--- config.mk ---
export PLATFORM = sky130hd
export DESIGN_NAME = gfk_step_full
export DESIGN_NICKNAME = d
export VERILOG_FILES = /design/src/hdl/gfk_pkg.sv /design/src/hdl/gfk_step_full.sv
export SDC_FILE = /design/constraint.sdc
export NUM_CORES = 2
export LEC_CHECK = 0
export ABC_AREA = 1
export BUFFER_PORTS_ARGS = -buffer_cell sky130_fd_sc_hd__buf_2
export CAP_MARGIN = 20
export CORE_AREA = 2 2 511 513
export DETAILED_ROUTE_END_ITERATION = 10
export DIE_AREA = 0 0 513 515
export PLACE_DENSITY_LB_ADDON = 0.25
export SYNTH_ARGS = -nofsm -noshare
export SYNTH_HDL_FRONTEND = slang
export SYNTH_SLANG_ARGS = --single-unit
--- constraint.sdc ---
create_clock -name clk -period 1.55 [get_ports clk]
set_input_delay 0.0775 -clock clk [delete_from_list [all_inputs] [get_ports clk]]
set_output_delay 0.0775 -clock clk [all_outputs]
set_load 0.01 [all_outputs]
--- src/hdl/gfk_pkg.sv ---
// ---------------------------------------------------------------------------
// gfk_pkg
// Types, constants and arithmetic helpers shared by the kernel evaluator.
// ---------------------------------------------------------------------------
`default_nettype none

package gfk_pkg;

	// Mode register codes
	typedef enum logic [1:0] {
		MODE_LAPLACE = 2'd0,
		MODE_STOKES  = 2'd1,
		MODE_NEUMANN = 2'd2
	} pde_mode_t;

	// Iterative stage counts: log squaring / ratio division, and rotlet division
	localparam int unsigned SQ_STAGES   = 32;
	localparam int unsigned LOOP_STAGES = 52;

	// ln(2)/2 and 1/(4*pi), both scaled by 2^32
	localparam logic [31:0] LN2_HALF = 32'd1488522236;
	localparam logic [31:0] S_Q32    = 32'd341782638;

	// Rotlet quotient ceiling
	localparam logic [51:0] ROT_CAP = 52'hF_FFFF_FFFF_FFFF;

	// Output range, Q16.32 in 48 bits
	localparam logic signed [53:0] CLIP_HI = 54'sh0_7FFF_FFFF_FFFF;
	localparam logic signed [53:0] CLIP_LO = -54'sh0_8000_0000_0000;
	localparam logic [47:0] MAX48 = 48'h7FFF_FFFF_FFFF;
	localparam logic [47:0] MIN48 = 48'h8000_0000_0000;

	// State carried through the iterative stages
	typedef struct packed {
		logic [31:0]       m;
		logic [31:0]       frac;
		logic [6:0]        p;
		logic [61:0]       d;
		logic [2:0][61:0]  rat_rem;
		logic [2:0][32:0]  rat_q;
		logic [1:0][61:0]  rot_rem;
		logic [1:0][51:0]  rot_q;
		logic [1:0]        rot_cap;
		logic              zero;
		logic              neg_x;
		logic              neg_y;
		logic              pos_x;
	} gfk_loop_t;

	// One squaring step of the log2 mantissa: {emitted bit, next mantissa}
	function automatic logic [32:0] sq_step(input logic [31:0] m);
		logic [63:0] sq;
		sq = m * m;
		if (sq[63]) begin
			sq_step = {1'b1, sq[63:32]};
		end else begin
			sq_step = {1'b0, sq[62:31]};
		end
	endfunction

	// One restoring division step: {next remainder, quotient bit}
	function automatic logic [62:0] div_step(input logic [61:0] rem, input logic [61:0] d);
		logic [62:0] t;
		logic [62:0] diff;
		t    = {rem, 1'b0};
		diff = t - {1'b0, d};
		if (t >= {1'b0, d}) begin
			div_step = {diff[61:0], 1'b1};
		end else begin
			div_step = {t[61:0], 1'b0};
		end
	endfunction

	// Clip to 48 bits: {clipped flag, value}
	function automatic logic [48:0] clip48(input logic signed [53:0] v);
		if (v > CLIP_HI) begin
			clip48 = {1'b1, MAX48};
		end else if (v < CLIP_LO) begin
			clip48 = {1'b1, MIN48};
		end else begin
			clip48 = {1'b0, v[47:0]};
		end
	endfunction

endpackage

`default_nettype wire

--- src/hdl/gfk_step_full.sv ---
// ---------------------------------------------------------------------------
// gfk_step_full
// One iteration stage: a log2 squaring step, a step of each of the three
// ratio divisions and a step of both rotlet divisions.
// ---------------------------------------------------------------------------
`default_nettype none

module gfk_step_full (
	input  logic               clk,
	input  logic               arst_n,
	input  logic               adv,
	input  logic               v_in,
	input  gfk_pkg::gfk_loop_t ld_in,
	output logic               v_out,
	output gfk_pkg::gfk_loop_t ld_out
);
	import gfk_pkg::*;

	logic      vld_s1;
	gfk_loop_t loop_s1;
	gfk_loop_t nxt;
	logic [32:0] sq;
	logic [62:0] dv;

	// Squaring and division steps
	always_comb begin
		nxt  = ld_in;
		sq   = sq_step(ld_in.m);
		nxt.m    = sq[31:0];
		nxt.frac = {ld_in.frac[30:0], sq[32]};
		dv = '0;
		for (int k = 0; k < 3; k++) begin
			dv = div_step(ld_in.rat_rem[k], ld_in.d);
			nxt.rat_rem[k] = dv[62:1];
			nxt.rat_q[k]   = {ld_in.rat_q[k][31:0], dv[0]};
		end
		for (int j = 0; j < 2; j++) begin
			dv = div_step(ld_in.rot_rem[j], ld_in.d);
			nxt.rot_rem[j] = dv[62:1];
			nxt.rot_q[j]   = {ld_in.rot_q[j][50:0], dv[0]};
		end
	end

	always_ff @(posedge clk or negedge arst_n) begin
		if (!arst_n) begin
			vld_s1 <= 1'b0;
		end else if (adv) begin
			vld_s1 <= v_in;
		end
	end

	always_ff @(posedge clk) begin
		if (adv) begin
			loop_s1 <= nxt;
		end
	end

	assign v_out  = vld_s1;
	assign ld_out = loop_s1;

endmodule

`default_nettype wire

* Word level (Yosys, flattened, before mapping)
Cells that the tools add are included.
Word-level totals: bits in registers 653, bits of input ports 656, output and inout port bits 653, word-level logic and storage cells 43
Operators by class: add/sub/neg operators 5, multiply operators 1, magnitude comparators 5, muxes and demuxes 6
Operators by type and width (number):
- greater-or-equal comparator 63 x 62 -> 1 bit | 5
- 2-to-1 mux 63 bit | 5
- subtractor 62 bit | 5
- multiplier 32 x 32 -> 64 bit | 1
- 2-to-1 mux 33 bit | 1

* Logic depth before layout (Yosys ltp)
depth in word-level cells 2, gate-level depth with buffers 38, depth with buffers taken out 35

* Least setup slack after synthesis
No wires, ideal clock.
path type input to register, start point input port ld_in[632] (netlist name), end point register loop_s1 (netlist bit ld_out[651]), data pin, library setup time 0.260 ns, arrival time 6.618 ns, required time 1.290 ns, setup slack -5.329 ns, stages on the path 32, buffers on the path 4, path through clkbuf_1 -> clkbuf_1 -> clkbuf_1 -> nand2_1 -> fa_1 -> inv_1 -> fa_1 -> inv_1 -> fa_1 -> fa_1 -> inv_1 -> fa_1 -> fa_1 -> fa_1 -> inv_1 -> fa_1 -> inv_1 -> ha_1 -> nand2_1 -> nor2_1 -> nand2_1 -> inv_1 -> nand2_1 -> nand2_1 -> inv_1 -> nand2_1 -> nand2_1 -> nand2_1 -> nand2_1 -> nand2_2 -> buf_4 -> nand3_1
On the way: word-level cells in the longest chain between the ends 1
RTL lines:
- start: declaration | line gfk_step_full.sv:13 | input gfk_pkg::gfk_loop_t ld_in,
- multiplier 32 x 32 -> 64 bit | line gfk_pkg.sv:53 | sq = m * m;
- end signal: assignment | line gfk_step_full.sv:54 | loop_s1 <= nxt;
- end: declaration | line gfk_step_full.sv:20 | gfk_loop_t loop_s1;
No other way between the ends. A chain may end at the register's enable or synchronous reset.

* Worst setup path after layout
start point input port ld_in[633] (netlist name), end point register loop_s1 (netlist bit ld_out[651]), data pin
The elaborated chain is that of the path after synthesis.

==> impl_metrics.env <==
export IMPL_status="finished, violations left"
export IMPL_violations="hold timing, setup timing"
export IMPL_worst_slew_margin_rel_pct=53.6
export IMPL_startpoint="ld_in[633]"
export IMPL_fin_skew_ns=0
export IMPL_placed_area_sq_um=116000
export IMPL_r2r_start="v_out$_DFFE_PN0P_"
export IMPL_io_buffers=1302
export IMPL_clkLatencyLatePin_ns=0.80
export IMPL_root_buffer="clkbuf_16"
export IMPL_crit_path_frequent_cell="fa_1"
export IMPL_fmax_mhz=169
export IMPL_clock_sinks=653
export IMPL_cts_clk_slew_worst_paths_ns=0.06
export IMPL_start_util_pct=32.1
export IMPL_postSynthCellCount=11358
export IMPL_drive_gt1_share_pct=36.6
export IMPL_rows=187
export IMPL_wl_per_cell_microns=25.0
export IMPL_synthesis_area_sq_um=83100
export IMPL_rsz0062_at_grt="true"
export IMPL_cts_buffers_inserted=88
export IMPL_endpoint_kind="flip-flop"
export IMPL_reg2reg_depth=2
export IMPL_criticalPathCategory="primary input to flip-flop"
export IMPL_routed_via_density=4.81
export IMPL_cts_path_max_buffers=4
export IMPL_fp_dieArea_sq_um=264000
export IMPL_grt_pass1_wl_mm=663
export IMPL_slew_violations=0
export IMPL_grt_usage_pct=35.7
export IMPL_start_kind="primary input"
export IMPL_cp_arrival_ns=6.46
export IMPL_area_growth_syn_to_layout_pct=63.4
export IMPL_ys_ff_latch=653
export IMPL_async_flop_share_pct=0.153
export IMPL_ir_drop_v=0.00949
export IMPL_grt_max_degree=43
export IMPL_grt_antenna_before_repair=106
export IMPL_synth_cell_types=47
export IMPL_ios=1309
export IMPL_worstHoldStart="ld_in[118]"
export IMPL_layout_nets=18039
export IMPL_fin_area_sq_um=136000
export IMPL_cellPowerDensity_nw_per_um2=2800
export IMPL_htree_levels=3
export IMPL_setup_ws_ns=-4.37
export IMPL_required_ns=2.09
export IMPL_drc=0
export IMPL_tritoncts="done"
export IMPL_whs_path_depth=6
export IMPL_grt_pass1_vias=90946
export IMPL_die_h_microns=515
export IMPL_worstMarginPinSlew_ns=0.694
export IMPL_utilization_pct=52.5
export IMPL_fin_hold_ws_ns=-0.0692
export IMPL_drt_iter0_drc=8978
export IMPL_hold_class="primary input to flip-flop"
export IMPL_synth_edf_count=652
export IMPL_leakagePower_nw=72.5
export IMPL_synthFlopType="edfxtp_1"
export IMPL_fin_crit_ns=5.92
export IMPL_die_w_microns=513
export IMPL_hold_violations=8
export IMPL_synth_fp_nets=13415
export IMPL_dp_hpwl_mm=408
export IMPL_yosysWarnings=0
export IMPL_slowest_stage="fa_1"
export IMPL_wirelength_mm=488
export IMPL_overflow=0
export IMPL_cap_violations=0
export IMPL_antenna_left=0
export IMPL_vias=93741
export IMPL_max_stage_delay_ns=0.60
export IMPL_setup_viol=483
export IMPL_coreArea_sq_um=259000
export IMPL_synth_seq_area_share_pct=23.6
export IMPL_min_period_over_period_pct=382
export IMPL_avgSynthCellArea_sq_um=7.31
export IMPL_gp_congestion=1.05
export IMPL_first_pass_iters=6
export IMPL_finalSetupTns_ns=-322.02
export IMPL_crit_fanout=8
[kinds of logic after synthesis]
group | Yosys count | share of synthesized area [%]
flops | 653 | 23.6
buf+inv | 3079 | 14.4
simple gates | 5184 | 25.9
mux | 1 | 0.0136
compound gates | 836 | 5.66
xor+xnor | 204 | 2.15
fa+ha+maj | 1401 | 28.3
[cell usage in the layout (no fill, tap or decap), types with 51 or more instances in the layout]
master         count
nand2_1         3180
inv_1           2661
buf_4           2308
buf_2           1258
fa_1             758
dlygate4sd3_1    750
edfxtp_1         652
nand2_2          433
nor2_1           403
nand3_1          395
ha_1             361
a21oi_1          318
ha_4             235
buf_12           215
inv_2            192
xor2_1           174
o21ai_0          152
nand2_4          147
nand3_2          142
nor2_2           118
buf_6            113
clkbuf_16        109
a21oi_2           94
o21ai_2           92
nor2_4            83
nor3_1            63
diode_2           62
nand4_1           60
o21ai_1           51
[worst max-delay path, delay by kind of cell]
kind	cells	cell delay, ns
simple gates	11	1.14
fa+ha+maj	9	4.40
buf+inv	9	0.82
[synthesized netlist by cell type (54+ instances only)]
| library cell | count | area (sq um) |
|---|---|---|
| ha_1 | 603 | 7540 |
| o21ai_1 | 54 | 270 |
| edfxtp_1 | 652 | 19600 |
| nand2_2 | 65 | 407 |
| nand3_1 | 495 | 2480 |
| inv_2 | 92 | 345 |
| nor3_1 | 91 | 455 |
| nor2_1 | 579 | 2170 |
| nand2_1 | 3693 | 13900 |
| o21ai_2 | 80 | 701 |
| clkbuf_1 | 104 | 390 |
| o21ai_0 | 182 | 911 |
| a21oi_1 | 434 | 2170 |
| nand3_2 | 76 | 761 |
| xor2_1 | 183 | 1600 |
| inv_1 | 2792 | 10500 |
| fa_1 | 798 | 16000 |
| nand4_1 | 60 | 375 |
[through the flow]
step / total power [mW] / cells / worst slack (ns)
after global placement: 300 / 18289 / -5.51
after global routing: 398 / 19468 / -4.55
after detailed placement: 302 / 18289 / -5.51
after floorplan: 209 / 11358 / -4.68
after CTS: 354 / 19324 / -4.26
final: 380 / 19506 / -4.37
[routing by layer]
metal | track usage, % | vias to the layer above | part of all wire (%)
li1 | - | 43681 | -
met1 | 44.4 | 44738 | 39
met2 | 54.3 | 4111 | 43
met3 | 8.66 | 1167 | 9.4
met4 | 24.8 | 44 | 8.6
met5 | 0 | - | 0.058
[final timing paths]
check / end / slack [ns]
setup reg to reg: v_out$_DFFE_PN0P_ / 0.25
min in group asynchronous: v_out$_DFFE_PN0P_ / 0.59
max in group asynchronous: v_out$_DFFE_PN0P_ / 0.86
hold / removal: ld_out[119]$_DFFE_PP_ / -0.07
hold reg to reg: v_out$_DFFE_PN0P_ / 1.06
setup / recovery: ld_out[651]$_SDFFCE_PP1P_ / -4.37
[sequential cells by signal, summed over array words and instances (netlist names)]
name,cells
v_out,1
ld_out,652
[layout make-up]
class,instances,area (sq um)
antenna,62,155
clock buffer,104,2280
clock inverter,46,514
fill,25005,123000
inverter,2886,11000
multi-input combinational,7626,59500
sequential,653,19600
tap,3402,4260
timing repair buffer,4725,38400
timing repair inverter,2,28.8
[where the power goes]
| part | internal (mW) | leakage, nW | switching (mW) |
|---|---|---|---|
| combinational | 145 | 64.7 | 189 |
| clock | 12.0 | 1.35 | 9.05 |
| sequential | 23.7 | 6.38 | 2.09 |
| total | 181 | 72.5 | 200 |
[what timing repair did]
item | 4_1_cts | 5_1_grt
setup buffers | 119 | 78
resized for setup | 825 | 910
endpoints found under the setup margin | 538 | 512
pin swaps | 207 | 338
endpoints found under the hold margin | 934 | 82
cloned | 23 | 25
hold buffers | 748 | 84
Power figures use the tool's default switching activity.
