File: config.mk
export PLATFORM = sky130hd
export DESIGN_NAME = gfk_step_rot
export DESIGN_NICKNAME = d
export VERILOG_FILES = /design/src/hdl/gfk_pkg.sv /design/src/hdl/gfk_step_rot.sv
export SDC_FILE = /design/constraint.sdc
export NUM_CORES = 1
export LEC_CHECK = 0
export ABC_AREA = 1
export BUFFER_PORTS_ARGS = -buffer_cell sky130_fd_sc_hd__buf_2
export CORE_AREA = 2 2 506 508
export DETAILED_ROUTE_END_ITERATION = 6
export DIE_AREA = 0 0 508 510
export PLACE_DENSITY = 0.34
export SETUP_SLACK_MARGIN = 0.05
export SLEW_MARGIN = 20
export SYNTH_ARGS = -nofsm -noshare
export SYNTH_HDL_FRONTEND = slang
export SYNTH_SLANG_ARGS = --single-unit
export TNS_END_PERCENT = 10
File: constraint.sdc
create_clock -name clk -period 2.1 [get_ports clk]
set_input_delay 0.105 -clock clk [delete_from_list [all_inputs] [get_ports clk]]
set_output_delay 0.105 -clock clk [all_outputs]
set_load 0.01 [all_outputs]
File: src/hdl/gfk_pkg.sv
// ---------------------------------------------------------------------------
// gfk_pkg
// Types, constants and arithmetic helpers shared by the kernel evaluator.
// ---------------------------------------------------------------------------
`default_nettype none

package gfk_pkg;

	// Mode register codes
	typedef enum logic [1:0] {
		MODE_LAPLACE = 2'd0,
		MODE_STOKES  = 2'd1,
		MODE_NEUMANN = 2'd2
	} pde_mode_t;

	// Iterative stage counts: log squaring / ratio division, and rotlet division
	localparam int unsigned SQ_STAGES   = 32;
	localparam int unsigned LOOP_STAGES = 52;

	// ln(2)/2 and 1/(4*pi), both scaled by 2^32
	localparam logic [31:0] LN2_HALF = 32'd1488522236;
	localparam logic [31:0] S_Q32    = 32'd341782638;

	// Rotlet quotient ceiling
	localparam logic [51:0] ROT_CAP = 52'hF_FFFF_FFFF_FFFF;

	// Output range, Q16.32 in 48 bits
	localparam logic signed [53:0] CLIP_HI = 54'sh0_7FFF_FFFF_FFFF;
	localparam logic signed [53:0] CLIP_LO = -54'sh0_8000_0000_0000;
	localparam logic [47:0] MAX48 = 48'h7FFF_FFFF_FFFF;
	localparam logic [47:0] MIN48 = 48'h8000_0000_0000;

	// State carried through the iterative stages
	typedef struct packed {
		logic [31:0]       m;
		logic [31:0]       frac;
		logic [6:0]        p;
		logic [61:0]       d;
		logic [2:0][61:0]  rat_rem;
		logic [2:0][32:0]  rat_q;
		logic [1:0][61:0]  rot_rem;
		logic [1:0][51:0]  rot_q;
		logic [1:0]        rot_cap;
		logic              zero;
		logic              neg_x;
		logic              neg_y;
		logic              pos_x;
	} gfk_loop_t;

	// One squaring step of the log2 mantissa: {emitted bit, next mantissa}
	function automatic logic [32:0] sq_step(input logic [31:0] m);
		logic [63:0] sq;
		sq = m * m;
		if (sq[63]) begin
			sq_step = {1'b1, sq[63:32]};
		end else begin
			sq_step = {1'b0, sq[62:31]};
		end
	endfunction

	// One restoring division step: {next remainder, quotient bit}
	function automatic logic [62:0] div_step(input logic [61:0] rem, input logic [61:0] d);
		logic [62:0] t;
		logic [62:0] diff;
		t    = {rem, 1'b0};
		diff = t - {1'b0, d};
		if (t >= {1'b0, d}) begin
			div_step = {diff[61:0], 1'b1};
		end else begin
			div_step = {t[61:0], 1'b0};
		end
	endfunction

	// Clip to 48 bits: {clipped flag, value}
	function automatic logic [48:0] clip48(input logic signed [53:0] v);
		if (v > CLIP_HI) begin
			clip48 = {1'b1, MAX48};
		end else if (v < CLIP_LO) begin
			clip48 = {1'b1, MIN48};
		end else begin
			clip48 = {1'b0, v[47:0]};
		end
	endfunction

endpackage

`default_nettype wire

File: src/hdl/gfk_step_rot.sv
// ---------------------------------------------------------------------------
// gfk_step_rot
// One iteration stage of the two rotlet divisions; log and ratio results
// ride along unchanged.
// ---------------------------------------------------------------------------
`default_nettype none

module gfk_step_rot (
	input  logic               clk,
	input  logic               arst_n,
	input  logic               adv,
	input  logic               v_in,
	input  gfk_pkg::gfk_loop_t ld_in,
	output logic               v_out,
	output gfk_pkg::gfk_loop_t ld_out
);
	import gfk_pkg::*;

	logic      vld_s1;
	gfk_loop_t loop_s1;
	gfk_loop_t nxt;
	logic [62:0] dv;

	// Rotlet division steps
	always_comb begin
		nxt = ld_in;
		dv  = '0;
		for (int j = 0; j < 2; j++) begin
			dv = div_step(ld_in.rot_rem[j], ld_in.d);
			nxt.rot_rem[j] = dv[62:1];
			nxt.rot_q[j]   = {ld_in.rot_q[j][50:0], dv[0]};
		end
	end

	always_ff @(posedge clk or negedge arst_n) begin
		if (!arst_n) begin
			vld_s1 <= 1'b0;
		end else if (adv) begin
			vld_s1 <= v_in;
		end
	end

	always_ff @(posedge clk) begin
		if (adv) begin
			loop_s1 <= nxt;
		end
	end

	assign v_out  = vld_s1;
	assign ld_out = loop_s1;

endmodule

`default_nettype wire

== Yosys cells after proc, flatten, opt, wreduce, memory -nomap -nowiden ==
Index checks and enable logic that the tools add are counted.

* Flip-flop bits (word level): 653
* Latch bits: 0
* Bits in writable memories: 0
* Memory bits (read-only): 0
* Output and inout port bits: 653
* Logic and storage cells: 28
* Memories: 0

* Add/subtract/negate cells: 2
* Multipliers: 0
* Divide/modulo/power cells: 0
* Magnitude comparators: 2
* Equal/unequal tests: 0
* Shifts and indexed selects: 0
* Mux-type cells: 2
* Bitwise operators: 0
* Reductions and logical operators: 0

{| class="wikitable"
|+ Operator list
! kind !! count
|-
| 63-bit by 62-bit >= comparator with 1-bit output || 2
|-
| 63-bit two-way mux || 2
|-
| 62-bit subtractor || 2
|}

== Logic depth before layout (Yosys ltp) ==
Gate-level depths: netlist of the first run.

* Word-level depth: 2
* Mapped depth: 18
* Gate-level depth less buffers: 17

== Worst setup path after synthesis of the first run ==
Ideal clock, no wire load.

* Path kind: input -> register
* Start point: input port ld_in[573] (netlist name)
* End point: register loop_s1 (netlist bit ld_out[170]) (data pin)
* Setup time: 253 ps
* Arrival time: 1651 ps
* Required time: 1847 ps
* Slack: 196 ps
* Cell stages on the path: 13
* Path buffers: 1
* Cells stage by stage: inv_1 -> ha_1 -> nand2_1 -> inv_1 -> a21oi_1 -> nand2_1 -> nand2_1 -> nand2_1 -> a21oi_1 -> nand3_4 -> buf_6 -> nand3_1 -> nand2_1

{| class="wikitable"
|+ RTL lines
! element !! line !! RTL
|-
| from (decl) || gfk_step_rot.sv:13 || <nowiki>input gfk_pkg::gfk_loop_t ld_in,</nowiki>
|-
| to (signal assigned) || gfk_step_rot.sv:45 || <nowiki>loop_s1 <= nxt;</nowiki>
|-
| to (decl) || gfk_step_rot.sv:20 || <nowiki>gfk_loop_t loop_s1;</nowiki>
|}

==> summary.txt, run 1 <==
Status - complete, but fails checks
Failing checks - hold timing
Synthesized Nets - 4386
VDD IR-drop max - 0.587 mV
Crit Path Class - in2reg
Tcrit/Tclk final - 0.984
Num rows - 185
WP data required - 2.69 ns
CTS tree - built
Arr. time, crit path - 2.66 ns
Root buf cell - clkbuf_16
Power Dens Cells - 741 mW/mm2
Vias/cell - 3.73
Compound-Gate Fraction of Synth Area - 0.0159
Die area - 0.259 mm2
Clock share of power - 0.368
Overflow after GRT - 0
Worst r2r path cells - 1
Switching share of power - 0.331
Fmax - 484 MHz
Post-synthesis register bit count - 653
Final setup viols - 0
CP endpoint kind - register
Post-synthesis simple-gate area fraction - 0.240
Multiplexer area fraction after synthesis - 0.000340
Final #Nets - 7289
Die Ht - 510 um
Dpl hpwl - 259000 um
Final Skew - 0 ns
Yosys warns - 0
WL/cell - 29.9 um
Max-slew headroom - 0.601
Post-DP Area - 0.0502 mm2
Adder-cell area share of the yosys netlist - 0.0480
Total track usage - 0.221
Area growth from synthesis to final layout - 85.9%
RSZ-0062 raised after global routing - yes
Post-Synth XOR/XNOR Area - 0.0164
Router iterations before antenna repair - 5
Initial antenna violation count - 145
Vias in the first global route - 38100
Share of cells above drive strength 1 - 0.369
Tot Pwr - 45600 uW
CTS buffer count - 89
Netlist cell types - 32
Synthesized area - 0.0331 mm2
Max Cap Viol - 0
Max clock buf depth - 3
Total Wirelength - 299000 um
Lkg Pwr - 0.0298 uW
Vias - 37400
Initial core utilization - 0.131
Violation count after the first detailed-routing iteration - 2312
Seq/Total Area, Yosys - 0.592
Io pins - 1309
Largest net degree at the start of global routing - 61
Core area - 0.253 mm2
Chip Width - 508 um
Crit path max fanout - 29
GP Congestion - 0.933
# clock sinks - 653
P_sw - 15100 uW
Worst hold path stage count - 3
Global-route wire length before repair - 374000 um
Startpoint Class - input port
Gate power share - 0.271
Least-Margin Pin Slew - 0.599 ns
Port Buffers - 1306
CTS clk-pin slew, worst paths - 0.06 ns
Max Transition Viols Final - 0
Htree depth - 3
Endpoints failing hold - 2
Power Internal - 30500 uW
Final period demand of the worst path - 2.07 ns
Main combinational cell family by area after synthesis - simple AND/OR/NAND/NOR gates
Final ANT Viol Nets - 0
Hold/Removal Path Class - in2reg
DRC viols - 0
Flop pwr share - 0.361
Final Cell Area - 0.0616 mm2
Final hold slack - -0.270 ns
Average cell area after synthesis - 9.19 um2
Worst skew pair latency - 0.69 ns
Mapped Cells - 3604
-- per-layer routing --
| layer | vias up | share of wire | track usage |
|---|---|---|---|
| met5 | - | 0.00088 | 0 |
| met4 | 32 | 0.036 | 0.0684 |
| met3 | 292 | 0.061 | 0.0498 |
| met2 | 1293 | 0.49 | 0.386 |
| met1 | 18300 | 0.42 | 0.270 |
| li1 | 17400 | - | - |
-- final timing paths --
check | from | to | slack [ns]
worst max-delay path | ld_in[526] | ld_out[122] | 0.03
max in group asynchronous | arst_n | v_out | 1.86
worst min-delay path | ld_in[170] | ld_out[171] | -0.27
min in group asynchronous | arst_n | v_out | 0.15
worst max register to register | v_out | v_out | 1.34
worst min register to register | v_out | v_out | 0.53
-- cell families after synthesis --
logic type	Yosys count
buffers and inverters	727
multiplexers	1
flip-flops	653
AND/OR/NAND/NOR	1935
adder cells (fa/ha/maj)	126
XOR/XNOR	62
AO/OA/AOI/OAI	100
-- synthesized netlist by cell type --
library cell | number | area share
a21o_1 | 2 | 0.00045
a21oi_1 | 79 | 0.012
a31oi_4 | 1 | 0.00064
and2_1 | 10 | 0.0019
and3_1 | 4 | 0.00076
buf_2 | 18 | 0.0027
buf_4 | 3 | 0.00068
buf_6 | 18 | 0.0061
clkinv_1 | 2 | 0.00023
dfrtp_1 | 1 | 0.00076
edfxtp_1 | 652 | 0.59
fa_1 | 2 | 0.0012
ha_1 | 124 | 0.047
inv_1 | 680 | 0.077
inv_2 | 6 | 0.00068
mux2_2 | 1 | 0.00034
nand2_1 | 1326 | 0.15
nand2_2 | 8 | 0.0015
nand3_1 | 296 | 0.045
nand3_2 | 1 | 0.00030
nand3_4 | 2 | 0.0011
nand3b_1 | 4 | 0.00091
nand4_1 | 36 | 0.0068
nor2_1 | 203 | 0.023
nor2_2 | 15 | 0.0028
nor3_1 | 15 | 0.0023
nor3_2 | 3 | 0.00091
nor4_1 | 9 | 0.0017
nor4_2 | 3 | 0.0011
o21a_1 | 2 | 0.00045
o21ai_0 | 16 | 0.0024
xor2_1 | 62 | 0.016
-- critical path, cell delays in order --
cell,delay (ns)
buf_2,0.11
clkinvlp_4,0.12
buf_12,0.15
ha_1,0.35
nand2_1,0.14
nor2_2,0.16
nand4_1,0.20
nor3_2,0.20
buf_4,0.16
nand4_1,0.21
nand3_4,0.22
buf_12,0.17
buf_16,0.18
nand2_1,0.07
nand2_1,0.08
-- placed cells by master, fill, tap and decap left out, types with 10 or more instances in the layout --
master	netlist	final
clkinv_1	2	19
nor2_1	203	173
ha_4	0	13
clkbuf_1	0	12
nor3_1	15	10
o21ai_0	16	16
bufinv_16	0	15
nand3_1	296	283
a21oi_1	79	71
buf_4	3	772
buf_2	18	1299
nand2_1	1326	1296
clkbuf_16	0	90
nand4_1	36	36
buf_12	0	45
ha_1	124	104
xor2_1	62	59
nand3_2	1	13
inv_1	680	663
clkinvlp_4	0	18
clkinv_2	0	12
nor2_2	15	39
edfxtp_1	652	652
dlygate4sd3_1	0	723
and2_1	10	10
diode_2	0	75
nand2_2	8	37
-- layout make-up --
class                           instances  area [um2]
Inverter                              688        2640
Fill cell                           28000      192000
Clock buffer                          101        2270
Clock inverter                         62         850
Tap cell                             3366        4210
Antenna cell                           75         188
Timing Repair Buffer                 2851       20600
Sequential cell                       653       19600
Multi-Input combinational cell       2224       11200
-- registers in the layout, indices dropped and copies added, names as in the netlist --
name / flops
ld_out: 652
v_out: 1
-- stage by stage --
| stage | hold WS [ns] | TNS, ns | setup WS [ns] | instances | util |
|---|---|---|---|---|---|
| 2_1_floorplan | -0.191 | 0 | 0.196 | 3604 | - |
| 3_3_place_gp | -0.0932 | -96.46 | -0.894 | 9046 | 0.198 |
| 3_5_place_dp | -0.0919 | -94.68 | -0.897 | 9046 | 0.198 |
| 4_1_cts | -0.370 | 0 | 0.0116 | 9932 | 0.239 |
| 5_1_grt | -0.323 | -0.0221 | -0.0157 | 9977 | 0.243 |
| 6_report | -0.270 | 0 | 0.0326 | 10000 | 0.243 |
-- power groups by stage --
stage                     logic [uW]  registers, uW  clock network [uW]
after detailed placement       11000          16700                   0
after floorplan                 2860          17000                   0
after CTS                      12400          16500               17300
after global placement         11000          16800                   0
final                          12400          16500               16800
after global routing           13200          16600               17700
-- repair_timing --
action                                  in CTS  in global routing
cloned                                       2                  1
hold buffers                               721                  2
pin swaps                                    1                 14
gates resized for setup                     20                130
setup buffers                                0                 10
endpoints found under the setup margin      71                117
endpoints found under the hold margin      832                  4
Note: power is estimated with default switching activity, not from simulation.
==> run 2, diff against run 1 <==
CORE_AREA = 2 2 512 514   (was 2 2 506 508)
DIE_AREA = 0 0 514 516   (was 0 0 508 510)
PLACE_DENSITY = 0.33   (was 0.34)
SETUP_SLACK_MARGIN = default   (was 0.05)
==> run 2 against run 1 <==
  * The run still ends with hold timing left
  * Largest cell class is now flip-flops and latches
  * Wire length down 0.67%
  * Utilization is 1.1 points lower
  * Register-to-register slack barely moved
  * First-iteration DRC count grew 8.3%
  * Highest routed layer unchanged
  * Worst hold slack better by 0.0086 ns
==> summary.txt, run 2 (synthesis results as in run 1) <==
Power Dens Cells - 753 mW/mm2 (+1.6%)
Max Cap Viol - 0 (unchanged)
Most frequent cells in the layout - nand2_1 (1313), buf_2 (1305), buf_4 (719)
Area growth from synthesis to final layout - 81.9%
Endpoints failing hold - 1 (-1)
Fill cells - 28800 (+2.9%)
Arr. time, crit path - 2.65 ns (about the same)
Router iterations before antenna repair - 6 (+1)
Vias - 36900 (-1.2%)
Final setup viols - 0 (unchanged)
Final #Nets - 7177 (-1.5%)
Port Buffers - 1306 (unchanged)
Die Ht - 516 um (+1.2%)
Overflow after GRT - 0 (unchanged)
# clock sinks - 653 (unchanged)
WP data required - 2.67 ns (-0.02 ns)
Worst r2r path cells - 1 (unchanged)
Status - complete, but fails checks
Least-Margin Pin Slew - 0.594 ns (-0.00515 ns)
Max-slew headroom - 0.604 (+0.00343)
Commonest non-fill, non-tap cell in the layout - nand2_1
Num rows - 187 (+1.1%)
Max Transition Viols Final - 0 (unchanged)
Final period demand of the worst path - 2.08 ns (+0.0150 ns)
Startpoint Class - input port
Initial antenna violation count - 161 (+11%)
Worst skew pair latency - 0.76 ns (+0.07 ns)
DRC viols - 0 (unchanged)
WL/cell - 29.9 um (about the same)
CP endpoint kind - register
Largest net degree at the start of global routing - 82 (+34%)
Crit path max fanout - 20 (-31%)
Final Skew - 0 ns (unchanged)
Lkg Pwr - 0.0293 uW (-1.8%)
Fmax - 480 MHz (-0.72%)
Hold/Removal Path Class - in2reg
Io pins - 1309 (unchanged)
Vias in the first global route - 37100 (-2.9%)
Tcrit/Tclk final - 0.992 (+0.00715)
Core area - 0.259 mm2 (+2.3%)
Global-route wire length before repair - 371000 um (-0.65%)
Hold_sp - ld_in[110]
Vias/cell - 3.71 (-0.47%)
Setup ws final - 0.0176 ns (-0.0150 ns)
RSZ-0062 raised after global routing - yes
Final ANT Viol Nets - 0 (unchanged)
Largest register FFs - 652 (unchanged)
Setup TNS - 0 ns (unchanged)
GP Congestion - 0.918 (-1.6%)
Chip Width - 514 um (+1.2%)
R2r startpoint - v_out
Initial core utilization - 0.128 (-0.00291)
Hold path endpoint - ld_out[111]
Final core area utilization - 0.232 (-0.0105)
CTS clk-pin slew, worst paths - 0.06 ns (about the same)
CTS buffer count - 91 (+2.2%)
Worst reg2reg endpoint - v_out
Total Wirelength - 297000 um (-0.67%)
R2r setup slk - 1.35 ns (about the same)
Total track usage - 0.215 (-0.00628)
VDD IR-drop max - 0.803 mV (+37%)
Share of cells above drive strength 1 - 0.358 (-0.0116)
CTS Hold Bufs - 658 (-8.7%)
Crit Path Class - in2reg
Violation count after the first detailed-routing iteration - 2504 (+8.3%)
CTS tree - built
Max clock buf depth - 3 (unchanged)
Root buf cell - clkbuf_16
Die area - 0.265 mm2 (+2.4%)
Worst hold path stage count - 3 (unchanged)
Pre-CTS WS - -0.944 ns (-0.0465 ns)
Final hold slack - -0.262 ns (+0.00863 ns)
Tot Pwr - 45400 uW (-0.55%)
Dpl hpwl - 256000 um (-0.91%)
Htree depth - 3 (unchanged)
Failing checks - hold timing
## run 2: cell count changes in the layout (fill, tap and decap cells not counted), moves of 8 or more
cell           delta
nor2_2           -18
buf_4            -53
nand2_2          -16
ha_1             +13
dlygate4sd3_1    -65
inv_1             +8
nand2_1          +17
nor2_1           +22
ha_4              -9
## run 2: how the worst max path moves through the flow
stage	slack, ns	cells past startpoint	start	end
after floorplan	0.20	13	ld_in[573]	ld_out[170]
after global placement	-0.94	16	ld_in[559]	ld_out[208]
after detailed placement	-0.94	16	ld_in[559]	ld_out[208]
after CTS	0.01	20	ld_in[528]	ld_out[125]
after global routing	-0.04	14	ld_in[558]	ld_out[221]
final	0.02	14	ld_in[547]	ld_out[209]
## run 2: final cells by class
cell class	count	area, um2	share of cell area
repair buffers	2737	19600	0.325
clock buffers	105	2380	0.0395
flip-flops and latches	653	19600	0.325
well taps	3402	4260	0.0706
clock inverters	64	802	0.0133
inverters	688	2610	0.0433
diodes	78	195	0.00324
multi-input cells	2224	10800	0.179
## run 2: layer usage
| layer | track usage | routed length (um) | vias to the layer above |
|---|---|---|---|
| li1 | - | - | 17200 |
| met1 | 0.264 | 123000 | 18000 |
| met2 | 0.376 | 146000 | 1395 |
| met3 | 0.0398 | 16400 | 309 |
| met4 | 0.0751 | 11600 | 36 |
| met5 | 0 | 253 | - |
## run 2: worst max-delay path: stages
cell     delay [ns]
buf_2          0.23
inv_1          0.18
ha_1           0.36
nand2_1        0.11
nor2_2         0.21
nand2_1        0.18
nor2_2         0.16
inv_1          0.08
nor3_2         0.13
nand3_2        0.15
nand3_4        0.15
buf_12         0.20
nand3_1        0.23
nand2_1        0.13
## run 2: through the flow
stage | cells | instance area (um2)
final | 9951 | 60300
after CTS | 9862 | 59800
after floorplan | 3604 | 33100
after global placement | 9035 | 50000
after global routing | 9899 | 60100
after detailed placement | 9035 | 50000
## run 2: what timing repair did
| item | CTS | global route |
|---|---|---|
| pin swaps | 0 | 3 |
| setup buffers | 0 | 11 |
| gates resized for setup | 7 | 47 |
| setup endpoints to repair | 39 | 105 |
| endpoints found under the hold margin | 668 | 1 |
## run 2: power breakdown
group / switching, uW / internal, uW / leakage [uW] / total, uW
clock: 7180 / 9830 / 0.00153 / 17000
sequential: 740 / 15800 / 0.00639 / 16600
combinational: 7140 / 4670 / 0.0213 / 11800
total: 15100 / 30300 / 0.0293 / 45400
==> run 3, diff against run 2 <==
CELL_PAD_IN_SITES_DETAIL_PLACEMENT = 1   (was default)
CELL_PAD_IN_SITES_GLOBAL_PLACEMENT = 1   (was default)
CORE_AREA = 2 2 515 517   (was 2 2 512 514)
DIE_AREA = 0 0 517 519   (was 0 0 514 516)
PLACE_DENSITY = 0.4   (was 0.33)
==> run 3 against run 2 <==
  * The run still ends with hold timing left
  * Wire length up 3.3%
  * Via count increased by 1.5%
  * Worst setup slack improved by 0.031 ns
  * Final cell count up 1.9%
  * Critical path depth rose by 5
  * First-iteration DRC count down 11%
  * Sequential share of layout area fell by 0.37 points
  * Largest cell class is now non-clock buffers
  * Highest routed layer unchanged
==> summary.txt, run 3 (synthesis results as in run 1) <==
WL/cell - 30.3 um (+1.3%)
Final hold slack - -0.213 ns (+0.0485 ns)
Num rows - 189 (+1.1%)
Clock share of power - 0.359 (-0.016)
Worst skew pair latency - 0.72 ns (-0.04 ns)
CTS tree - built
Least-Margin Pin Slew - 0.534 ns (-0.0599 ns)
Hold_sp - ld_in[110]
Largest net degree at the start of global routing - 64 (-22%)
Io pins - 1309 (unchanged)
Slowest stage delay, CP - 0.25 ns (-0.11 ns)
Non-Filler Instances - 10100 (+1.9%)
Violation count after the first detailed-routing iteration - 2217 (-11%)
Share of cells above drive strength 1 - 0.366 (+0.00834)
Commonest non-fill, non-tap cell in the layout - nand2_1
Vias in the first global route - 39700 (+7.1%)
Area growth from synthesis to final layout - 84.0%
R2r setup slk - 1.35 ns (about the same)
Switching share of power - 0.337 (+0.00549)
WP data required - 2.55 ns (-0.12 ns)
Final #Nets - 7233 (+0.78%)
Initial antenna violation count - 189 (+17%)
Global-route wire length before repair - 390000 um (+5.1%)
Core area - 0.263 mm2 (+1.6%)
Total Wirelength - 307000 um (+3.3%)
Gate power share - 0.273 (+0.013)
Vias - 37500 (+1.5%)
# clock sinks - 653 (unchanged)
Fmax - 487 MHz (+1.5%)
Setup TNS - 0 ns (unchanged)
Final setup viols - 0 (unchanged)
CP Cell Sequence - buf_2 -> inv_1 -> buf_12 -> ha_1 -> buf_4 -> nand2_1 -> nor2_2 -> nand2_1 -> inv_2 -> nand2_1 -> clkinv_1 -> nand4_1 -> buf_4 -> nand3_4 -> buf_12 -> buf_12 -> buf_4 -> nand3_1 -> nand2_1
Die area - 0.268 mm2 (+1.2%)
Buf/Inv on CP - 10 (+6)
Die Ht - 519 um (+0.58%)
Tcrit/Tclk final - 0.977 (-0.0148)
DRC viols - 0 (unchanged)
Fill cells - 31300 (+8.5%)
Arr. time, crit path - 2.50 ns (-0.15 ns)
Port Buffers - 1306 (unchanged)
Worst reg2reg endpoint - v_out
VDD IR-drop max - 0.566 mV (-29%)
Total track usage - 0.222 (+0.00699)
Final ANT Viol Nets - 0 (unchanged)
RSZ-0062 raised after global routing - yes
Vias/cell - 3.69 (-0.47%)
Max Transition Viols Final - 0 (unchanged)
Initial core utilization - 0.126 (-0.00203)
Hold path endpoint - ld_out[111]
Setup ws final - 0.0486 ns (+0.0310 ns)
Router iterations before antenna repair - 5 (-1)
Slowest stage cell on the critical path - ha_1
CP dominant cell by count - nand2_1
Final period demand of the worst path - 2.05 ns (-0.0310 ns)
Largest delay contributor family on the critical path - buffers and inverters
Crit Path Class - in2reg
Status - complete, but fails checks
P_sw - 15100 uW (+0.14%)
CP endpoint kind - register
Crit path max fanout - 10 (-50%)
Worst r2r path cells - 1 (unchanged)
Worst hold path stage count - 3 (unchanged)
Hold/Removal Path Class - in2reg
Dpl hpwl - 266000 um (+3.9%)
R2r startpoint - v_out
CTS buffer count - 91 (unchanged)
Overflow after GRT - 0 (unchanged)
Chip Width - 517 um (+0.58%)
Max clock buf depth - 3 (unchanged)
GP Congestion - 0.927 (+1.0%)
CTS clk-pin slew, worst paths - 0.06 ns (about the same)
Failing checks - hold timing
Max-slew headroom - 0.644 (+0.0399)
Max Cap Viol - 0 (unchanged)
Flop pwr share - 0.368 (+0.003)
Post-Place Cells - 9234 (+2.2%)
Startpoint Class - input port
Most frequent cells in the layout - nand2_1 (1315), buf_2 (1302), buf_4 (782)
Largest register FFs - 652 (unchanged)
Endpoints failing hold - 1 (unchanged)
Pre-CTS WS - -0.928 ns (+0.0157 ns)
Htree depth - 3 (unchanged)
Final Skew - 0 ns (unchanged)
Lkg Pwr - 0.0294 uW (+0.62%)
Power Internal - 29600 uW (-2.3%)
Power Dens Cells - 733 mW/mm2 (-2.6%)
Root buf cell - clkbuf_16
## run 3: cell count changes in the layout (fill, tap and decap cells not counted), moves of 10 or more
cell / change
buf_4: +63
diode_2: +10
ha_1: -19
ha_4: +15
nor2_1: -11
## run 3: how the worst max path moves through the flow
stage	startpoint	endpoint	slack (ns)	cells after the start
floorplan	ld_in[573]	ld_out[170]	0.20	13
global placement	ld_in[550]	ld_out[211]	-0.93	14
detailed placement	ld_in[554]	ld_out[211]	-0.93	14
CTS	ld_in[554]	ld_out[211]	-0.008	14
global route	ld_in[529]	ld_out[226]	-0.05	20
finish	ld_in[562]	ld_out[168]	0.05	19
## run 3: power groups by stage
stage | combinational, uW | clock [uW] | sequential (uW)
detailed placement | 11100 | 0 | 16700
floorplan | 2860 | 0 | 17000
global placement | 11100 | 0 | 16700
finish | 12200 | 16000 | 16500
global route | 13100 | 17000 | 16600
CTS | 12400 | 16600 | 16500
## run 3: routing by layer
metal  part of all wire  global-route usage  vias to the layer above
met5            0.00084                   0                        -
met4              0.040              0.0708                       38
met3              0.054              0.0397                      361
met2               0.50               0.395                     1287
met1               0.41               0.268                    18400
li1                   -                   -                    17300
## run 3: per-stage QoR
step           power (uW)  utilization  cell area [um2]
6_report            44700        0.231            60900
5_1_grt             46600        0.231            60900
4_1_cts             45500        0.228            60200
3_5_place_dp        27700        0.192            50700
3_3_place_gp        27800        0.192            50700
2_1_floorplan       19900            -            33100
## run 3: area by class of cell
type                    instances  area, um2  area share
repair buffers               2793      20100       0.329
clock inverters                56        582     0.00955
diodes                         88        220     0.00361
multi-input cells            2224      11100       0.182
flip-flops and latches        653      19600       0.322
clock buffers                 109       2370      0.0388
well taps                    3533       4420      0.0725
inverters                     688       2610      0.0429
## run 3: repair_timing
action                                 4_1_cts  5_1_grt
gates resized for setup                     13       79
hold buffers                               649        1
setup buffers                                0        7
endpoints found under the hold margin      736        2
pin swaps                                    1        7
setup endpoints to repair                  100      125
